## src/assert_macros.svh

```systemverilog
// ---------------------------------------------------------------------------
// Assertion macros
// Concurrent check helpers shared by the path projection RTL.
// ---------------------------------------------------------------------------
`ifndef ASSERT_MACROS_SVH
`define ASSERT_MACROS_SVH
`ifndef SYNTHESIS
`define ASSERT_IMP(lbl, clk, rst, a, c) \
   lbl: assert property (@(posedge clk) disable iff (rst) (a) |-> (c)) \
      else $error("same-cycle check failed");
`define ASSERT_NXT(lbl, clk, rst, a, c) \
   lbl: assert property (@(posedge clk) disable iff (rst) (a) |=> (c)) \
      else $error("next-cycle check failed");
`else
`define ASSERT_IMP(lbl, clk, rst, a, c)
`define ASSERT_NXT(lbl, clk, rst, a, c)
`endif
`endif

```

## src/pcp_pkg.sv

```systemverilog
// ---------------------------------------------------------------------------
// pcp_pkg
// Shared types and constants for the polyline closest point core.
// ---------------------------------------------------------------------------
package pcp_pkg;

   localparam int MAX_POINTS_DEF = 256;
   localparam int FRAC_BITS_DEF  = 16;

   localparam int COUNT_W = 9;    // width of points_in_use
   localparam int DIV_W   = 64;   // divider dividend/divisor width
   localparam int MUL_W   = 34;   // shared multiplier operand width
   localparam int PROD_W  = 2 * MUL_W;

   localparam logic REQ_LOAD  = 1'b0;
   localparam logic REQ_QUERY = 1'b1;

   localparam logic REG_TOTAL_LEN = 1'b0;
   localparam logic REG_POINTS    = 1'b1;

   typedef enum logic [3:0] {
      S_IDLE,
      S_READ,
      S_DATA,
      S_TMIN,
      S_DIV_T,
      S_MUL,
      S_ACC,
      S_TRAW,
      S_DIV_R,
      S_CMP,
      S_NEXT
   } state_type;

   typedef enum logic [3:0] {
      M_DXDX,
      M_DYDY,
      M_DXQX,
      M_DYQY,
      M_TDX,
      M_TDY,
      M_EXEX,
      M_EYEY,
      M_TDS
   } mop_type;

endpackage

```

## src/pcp_frac_div.sv

```systemverilog
// ---------------------------------------------------------------------------
// pcp_frac_div
// Restoring fractional divider, one quotient bit per cycle:
// quot = floor(num * 2^FRAC_BITS / den) for num < den.
// ---------------------------------------------------------------------------
`include "assert_macros.svh"
module pcp_frac_div import pcp_pkg::*; #(
   parameter int FRAC_BITS = FRAC_BITS_DEF
) (
   input  logic               clock,
   input  logic               reset,
   input  logic               start,
   input  logic [DIV_W-1:0]   num,
   input  logic [DIV_W-1:0]   den,
   output logic               busy,
   output logic               done,
   output logic [FRAC_BITS:0] quot
);

   localparam int CW = $clog2(FRAC_BITS + 1);

   logic               busy_ff, busy_in;
   logic               done_ff, done_in;
   logic [CW-1:0]      cnt_ff, cnt_in;
   logic [DIV_W-1:0]   r_ff, r_in;
   logic [DIV_W-1:0]   den_ff, den_in;
   logic [FRAC_BITS:0] q_ff, q_in;
   logic [DIV_W-1:0]   r_sh;
   logic               ge;

   always_comb begin
      r_sh    = {r_ff[DIV_W-2:0], 1'b0};
      ge      = (r_sh >= den_ff);
      busy_in = busy_ff;
      done_in = 1'b0;
      cnt_in  = cnt_ff;
      r_in    = r_ff;
      den_in  = den_ff;
      q_in    = q_ff;
      if (start) begin
         busy_in = 1'b1;
         cnt_in  = CW'(FRAC_BITS);
         r_in    = num;
         den_in  = den;
         q_in    = '0;
      end else if (busy_ff) begin
         r_in   = ge ? (r_sh - den_ff) : r_sh;
         q_in   = {q_ff[FRAC_BITS-1:0], ge};
         cnt_in = cnt_ff - 1'b1;
         if (cnt_ff == CW'(1)) begin
            busy_in = 1'b0;
            done_in = 1'b1;
         end
      end
   end

   always_ff @(posedge clock) begin
      if (reset) begin
         busy_ff <= 1'b0;
         done_ff <= 1'b0;
         cnt_ff  <= '0;
      end else begin
         busy_ff <= busy_in;
         done_ff <= done_in;
         cnt_ff  <= cnt_in;
      end
      r_ff   <= r_in;
      den_ff <= den_in;
      q_ff   <= q_in;
   end

   assign busy = busy_ff;
   assign done = done_ff;
   assign quot = q_ff;

   `ASSERT_IMP(a_div_num_lt_den, clock, reset, start, num < den)
   `ASSERT_IMP(a_div_start_idle, clock, reset, start, !busy_ff)
   `ASSERT_IMP(a_div_done_idle, clock, reset, done_ff, !busy_ff)
   `ASSERT_IMP(a_div_done_after_busy, clock, reset, done_ff, $past(busy_ff))

endmodule

```

## config.mk

```make
export PLATFORM = sky130hd
export DESIGN_NAME = pcp_frac_div
export DESIGN_NICKNAME = d
export VERILOG_FILES = /design/src/pcp_pkg.sv /design/src/pcp_frac_div.sv
export VERILOG_INCLUDE_DIRS = /design/src /design/src/src
export SDC_FILE = /design/constraint.sdc
export NUM_CORES = 1
export LEC_CHECK = 0
export ABC_AREA = 1
export BUFFER_PORTS_ARGS = -buffer_cell sky130_fd_sc_hd__buf_2
export CORE_MARGIN = 10
export CORE_UTILIZATION = 40
export CTS_BUF_LIST = sky130_fd_sc_hd__clkbuf_16
export DETAILED_ROUTE_END_ITERATION = 7
export PLACE_DENSITY = 0.6
export SKIP_LAST_GASP = 1
export SLEW_MARGIN = 15
export SYNTH_ARGS = -nofsm -noshare
export SYNTH_HDL_FRONTEND = slang
export SYNTH_SLANG_ARGS = --single-unit
```

## constraint.sdc

```tcl
create_clock -name clock -period 7.5 [get_ports clock]
set_clock_uncertainty 0.1 [all_clocks]
set_input_delay 0.375 -clock clock [delete_from_list [all_inputs] [get_ports clock]]
set_output_delay 0.375 -clock clock [all_outputs]
set_load 0.01 [all_outputs]
```

==> metrics, run 1 <==
end point of the critical path=r_ff[48]; nets=roughly 2400; CP max FO=64; Placed Instances=2484; first-pass GRT wire length=67.1 mm; Min-Delay Path Class=in2reg; ant diodes=0; setup slack, reg-to-reg=approximately 4.0 ns; PD cells=~250 nW/µm²; Slew HR=0.257; ranking of synthesized cells by area=edfxtp_1, nand2_1, inv_1; Via density=4.76; Max rail drop VDD=202 µV; Die Y-Extent=slightly below 200 µm; clock root cell=clkbuf_16; CP startpoint kind=flop; Async S/R FF share, synth=0; Clock transition at path regs=roughly 0.07 ns; outcome=finished clean; Arr. time, crit path=~3.7 ns; Core Box Area=31500 µm²; Final ANT Viol Nets=0; met3 usage=0.0460; FF-to-FF End=r_ff[48]; cts bufs inserted=17; most frequent CP cell=nand2_1; number of synthesized flops with an enable pin=~130; # IOs=150; die area=39300 µm²; CP Class=reg2reg; FF+latch count, synth=roughly 150; required time of the critical path=7.72 ns; Final Cell Area=15100 µm²; # rows=65; Post-CTS Repair Setup Buffers=0; initial antenna violation count=1; clock sink count=roughly 150; Layout area overhead=18.5%; Worst Setup SP=r_ff[36]; min cycle time layout=around 3.5 ns; DR vias=roughly 12000; Synth Instances=1963; Mapped Area=between 10000 and 15000 µm²; worst r2r src=r_ff[36]; count of input and output buffers=approximately 150; CP Capture Type=flop; CTS H-tree lvls=4; Slowest-stage cell, CP=nor2_8; Worst Tran Pin Value=roughly 1.1 ns; maxcap violations=0; gpl congestion=between 0.9 and 1; Seq/Total Area, Yosys=0.338; fin cells=about 2600; GR Util met1=0.304; gr ovfl total=0; hpwl dp=~35 mm; max-slew violations=0; commonest non-fill, non-tap cell in the layout=nand2_1; largest net degree at the start of global routing=81; Worst-Skew Late Latency=0.46 ns; Syn Nets=roughly 2200; Netlist cell types=43; area leader, netlist=edfxtp_1; critical path buffer and inverter count=0; Total Negative Setup Slacks=0 ns; final count of hold timing violations=0; Stages on worst setup path=12; R2R cell count=12; CP max stage delay=slightly above 0.5 ns; fmax=between 0.2 and 0.3 GHz; CTS Buffer Depth=2; Hold WS=roughly 0.080 ns; GRT met2 Usage=0.352; TritonRoute pass-1 iters=5; DRC=0; share of the synthesized area in the top cell type=0.300; Crit path max-delay family=simple AND/OR/NAND/NOR gates; commonest cells after routing, fill and taps aside=nand2_1, inv_1, buf_2; RSZ-0062 raised after global routing=no; CTS tree=done; Lkg Pwr=between 0.008 and 0.009 µW; DR WL/cell=roughly 17 µm; initial drt markers=845; Fillers=between 3000 and 4000; crit share post-route=0.466; Chip Width=about 200 µm; main flop type after synthesis=edfxtp_1; number of global-route vias before repair=between 10000 and 15000; endpoints failing setup=0; crit-path cells=ha_1 -> nand2_1 -> nand2_1 -> a21oi_2 -> nand2_1 -> a21oi_4 -> nor2_4 -> nor2_8 -> nand2_8 -> nand2_1 -> nand3_1 -> nand2_1; share of post-route cells with drive strength above 1=0.114; GRT Overall Usage=0.223; Starting Density=0.404; Cell Area, Placed=about 14000 µm²; YS warnings=0; Post-Route WL=42.8 mm; layer with the highest usage=met2; Synth Area per Inst=around 6.5 µm²
-- cell families (layout without fill, tap and decap cells) --
family	after synthesis	in the layout	synth area share
flip-flops	151	151	0.338
AO/OA/AOI/OAI	82	82	0.0364
buffers and inverters	472	688	0.146
AND/OR/NAND/NOR	1160	1160	0.392
adder cells (fa/ha/maj)	67	67	0.0665
XOR/XNOR	31	31	0.0213
-- layer usage --
metal / share of wire / wire length [µm] / up-vias
met4: 0.013 / 545 / 2
met3: 0.062 / 2660 / 26
met2: 0.44 / 19000 / 309
li1: - / - / 6401
met1: 0.48 / 20700 / 5559
met5: 0.00026 / 11 / -
-- cell type report --
class                      instances  area (µm²)  area share
inverter                         438        1640       0.109
timing repair buffer             218        1430      0.0950
tap                              402         503      0.0334
sequential                       151        4290       0.285
clock inverter                    13         148     0.00980
multi-input combinational       1340        6570       0.436
clock buffer                      19         475      0.0316
-- stage by stage --
stage,worst slack (ns),power (µW),utilization
2_1_floorplan,4.24,2350,-
3_3_place_gp,3.97,2850,0.438
3_5_place_dp,3.97,2860,0.438
4_1_cts,3.94,3820,0.479
5_1_grt,3.79,4090,0.479
6_report,4.00,3790,0.479
-- worst min-delay path by stage --
stage | from | to | depth (start not counted)
2_1_floorplan | cnt_ff[4] | cnt_ff[4] | 2
3_3_place_gp | cnt_ff[4] | cnt_ff[4] | 2
3_5_place_dp | cnt_ff[4] | cnt_ff[4] | 2
4_1_cts | num[12] | r_ff[12] | 3
5_1_grt | num[48] | r_ff[48] | 3
6_report | num[11] | r_ff[11] | 3
-- sequential cells by signal, indices dropped and copies added, names as in the netlist --
signal,cells
quot,17
r_ff,63
done,1
den_ff,64
cnt_ff,5
busy,1
-- worst reg2reg max path: cells and delay by family (launching register included) --
family	cells	cell delay, ns
flip-flops	1	0.40
AND/OR/NAND/NOR	9	1.95
adder cells (fa/ha/maj)	1	0.41
AO/OA/AOI/OAI	2	0.51
-- Yosys cell counts (2+ instances only) --
cell and number:
nand2_1 807, inv_1 410, edfxtp_1 127, nand3_1 117, nor2_1 102, ha_1 66, nand3b_1 56, a21oi_1 45
xnor2_1 29, dfxtp_1 24, inv_2 21, nor3_1 17, nand4_1 16, o22ai_1 15, clkbuf_1 13, nand2_2 12
nand3_2 11, o21ai_0 9, nor2_2 8, buf_6 7, clkinv_1 7, buf_2 6, buf_4 4, nor2_4 4
o21bai_1 4, buf_1 3, o21ai_1 3, and2_1 2, and3_1 2, nor3_2 2, xor2_1 2
-- where the power goes --
part / switching, µW / internal, µW / leakage (µW)
Clock: 402 / 512 / 0.000307
Combinational: 1200 / 592 / 0.00655
Sequential: 48.0 / 1040 / 0.00146
Total: 1650 / 2150 / 0.00832
-- what timing repair did --
action                    4_1_cts  5_1_grt
resized for setup               0        0
hold endpoints to repair       65        0
hold buffers                   65        0
Note: power is estimated with default switching activity, not from simulation.
==> inputs of run 2 (changes only) <==
==> constraint.sdc (replaced) <==
create_clock -name clock -period 3.6 [get_ports clock]
set_clock_uncertainty 0.1 [all_clocks]
set_input_delay 0.18 -clock clock [delete_from_list [all_inputs] [get_ports clock]]
set_output_delay 0.18 -clock clock [all_outputs]
set_load 0.01 [all_outputs]
==> run 2 against run 1 <==
  * Cell count is 2.8% higher
  * Routed wire length decreased by 0.51%
  * Sequential power is 110% higher
  * First-iteration DRC count grew 3.8%
  * Register-to-register slack worse by 3.5 ns
  * Largest power group unchanged
  * Global-route usage fell by 0.14 points
  * Die area did not move
  * Combinational power up 110%
==> metrics, run 2 (synthesis results as in run 1) <==
Stages on worst setup path=14 (was 12); Max rail drop VDD=387 µV (was 202 µV); critical path buffer and inverter count=2 (was 0); Crit path max-delay family=simple AND/OR/NAND/NOR gates (unchanged); NetSw=3410 µW (was 1650 µW); gr ovfl total=0 (unchanged); min cycle time layout=3.05 ns (was 3.50 ns); initial antenna violation count=0 (was 1); Slowest-stage cell, CP=ha_1 (was nor2_8); Total Negative Setup Slacks=0 ns (unchanged); DR WL/cell=16.1 µm (was 16.6 µm); CP Capture Type=flop (unchanged); CTS Buffer Depth=2 (unchanged); setup slack, reg-to-reg=0.55 ns (was 4.00 ns); Worst Tran Pin Value=1.11 ns (was 1.12 ns); CP max FO=28 (was 64); Arr. time, crit path=3.16 ns (was 3.72 ns); maxcap violations=0 (unchanged); cts bufs inserted=17 (unchanged); ant diodes=0 (unchanged); Die Y-Extent=198 µm (unchanged); DRC=0 (unchanged); die area=39300 µm² (unchanged); crit share post-route=0.848 (was 0.466); Logic pwr share=0.477 (was 0.472); RSZ-0062 raised after global routing=no (unchanged); CTS H-tree lvls=4 (unchanged); Slew HR=0.258 (was 0.257); Fillers=3249 (was 3308); endpoints failing setup=0 (unchanged); Final ANT Viol Nets=0 (unchanged); Post-Route WL=42.6 mm (was 42.8 mm); clock root cell=clkbuf_16 (unchanged); share of post-route cells with drive strength above 1=0.114 (about the same); GRT Overall Usage=0.221 (was 0.223); nets=2435 (was 2364); fin worst setup slack=0.546 ns (was 4.00 ns); P_int=4560 µW (was 2150 µW); DR vias=12600 (was 12300); Clock transition at path regs=0.07 ns (about the same); hpwl dp=34.0 mm (was 34.9 mm); switch share=0.427 (was 0.434); CP Class=reg2reg (unchanged); CP max stage delay=0.45 ns (was 0.51 ns); outcome=finished clean (unchanged); max reg flops=64 (unchanged); largest register by flop count=den_ff (unchanged); initial drt markers=877 (was 845); clock sink count=151 (unchanged); CTS tree=done (unchanged); Lkg Pwr=0.00863 µW (was 0.00832 µW); fmax=0.327 GHz (was 0.286 GHz); required time of the critical path=3.71 ns (was 7.72 ns); Min-Delay Path Class=in2reg (unchanged); crit-path cells=ha_1 -> nand2_1 -> inv_1 -> nand2_1 -> nand2_1 -> nand2_1 -> nand2_1 -> a21oi_4 -> nor2_4 -> nor2_8 -> buf_4 -> nand3b_1 -> nand3_1 -> nand2_1 (was ha_1 -> nand2_1 -> nand2_1 -> a21oi_2 -> nand2_1 -> a21oi_4 -> nor2_4 -> nor2_8 -> nand2_8 -> nand2_1 -> nand3_1 -> nand2_1); commonest non-fill, non-tap cell in the layout=nand2_1 (unchanged); R2R cell count=14 (was 12); Via density=4.76 (about the same); TritonRoute pass-1 iters=6 (was 5); commonest cells after routing, fill and taps aside=nand2_1, inv_1, buf_2 (unchanged); number of global-route vias before repair=12600 (was 12100); Core Box Area=31500 µm² (unchanged); gpl congestion=0.975 (was 0.937); max-slew violations=0 (unchanged); Chip Width=198 µm (unchanged); largest net degree at the start of global routing=81 (unchanged); final count of hold timing violations=0 (unchanged); Place WS=0.601 ns (was 3.97 ns); Clk pwr share=0.238 (was 0.241); first-pass GRT wire length=67.6 mm (was 67.1 mm); hold depth=4 (was 3); # IOs=150 (unchanged); sequential cell fraction of total power=0.285 (was 0.287); CP startpoint kind=flop (unchanged); PD cells=506 nW/µm² (was 252 nW/µm²); Starting Density=0.404 (unchanged); # rows=65 (unchanged); Layout area overhead=24.0% (was 18.5%); Worst-Skew Late Latency=0.46 ns (about the same); most frequent CP cell=nand2_1 (unchanged); count of input and output buffers=148 (unchanged)
[run 2: final cells by class]
| class | instances | area, µm² | area share |
|---|---|---|---|
| multi-input cells | 1340 | 6570 | 0.417 |
| flip-flops and latches | 151 | 4290 | 0.272 |
| repair buffers | 289 | 2150 | 0.136 |
| inverters | 438 | 1640 | 0.104 |
| well taps | 402 | 503 | 0.0319 |
| clock buffers | 18 | 450 | 0.0286 |
| clock inverters | 14 | 158 | 0.0100 |
[run 2: timing repair]
item,in CTS,in global routing
resized for setup,0,0
setup endpoints to repair,0,0
endpoints found under the hold margin,129,0
buffers inserted,0,0
hold buffers,128,0
[run 2: power groups by stage]
| stage | Combinational, µW | Clock, µW | Sequential (µW) |
|---|---|---|---|
| final | 3800 | 1900 | 2270 |
| after CTS | 3780 | 1940 | 2270 |
| after global routing | 4270 | 2010 | 2290 |
| after detailed placement | 3650 | 0 | 2300 |
| after floorplan | 2630 | 0 | 2280 |
| after global placement | 3630 | 0 | 2300 |
[run 2: final timing paths]
check | end | from
max reg2reg | r_ff[16] | r_ff[41]
min | quot[0] | start
min reg2reg | cnt_ff[4] | cnt_ff[4]
max | r_ff[16] | r_ff[41]
[run 2: metal layers]
layer,vias up,GRT usage,part of all wire,routed length [µm]
li1,6537,-,-,-
met1,5718,0.297,0.48,20300
met5,-,0,0,0
met2,313,0.345,0.44,18600
met4,0,0.0783,0.027,1140
met3,43,0.0440,0.060,2580
[run 2: metrics by stage]
stage	cell area, µm²	hold slack [ns]	utilization	std cells	power (µW)
floorplan	12700	0.149	-	1963	4900
global placement	13900	0.256	0.441	2492	5920
detailed placement	13900	0.258	0.441	2492	5960
CTS	15800	0.178	0.501	2652	7990
global route	15800	0.211	0.501	2652	8570
finish	15800	0.204	0.501	2652	7970
[run 2: worst reg2reg max path, cell delays in order, from the launching register on]
cell and delay, ns:
edfxtp_1 0.43, ha_1 0.45, nand2_1 0.16, inv_1 0.05, nand2_1 0.06, nand2_1 0.12
nand2_1 0.09, nand2_1 0.11, a21oi_4 0.21, nor2_4 0.07, nor2_8 0.29, buf_4 0.39
nand3b_1 0.13, nand3_1 0.10, nand2_1 0.08
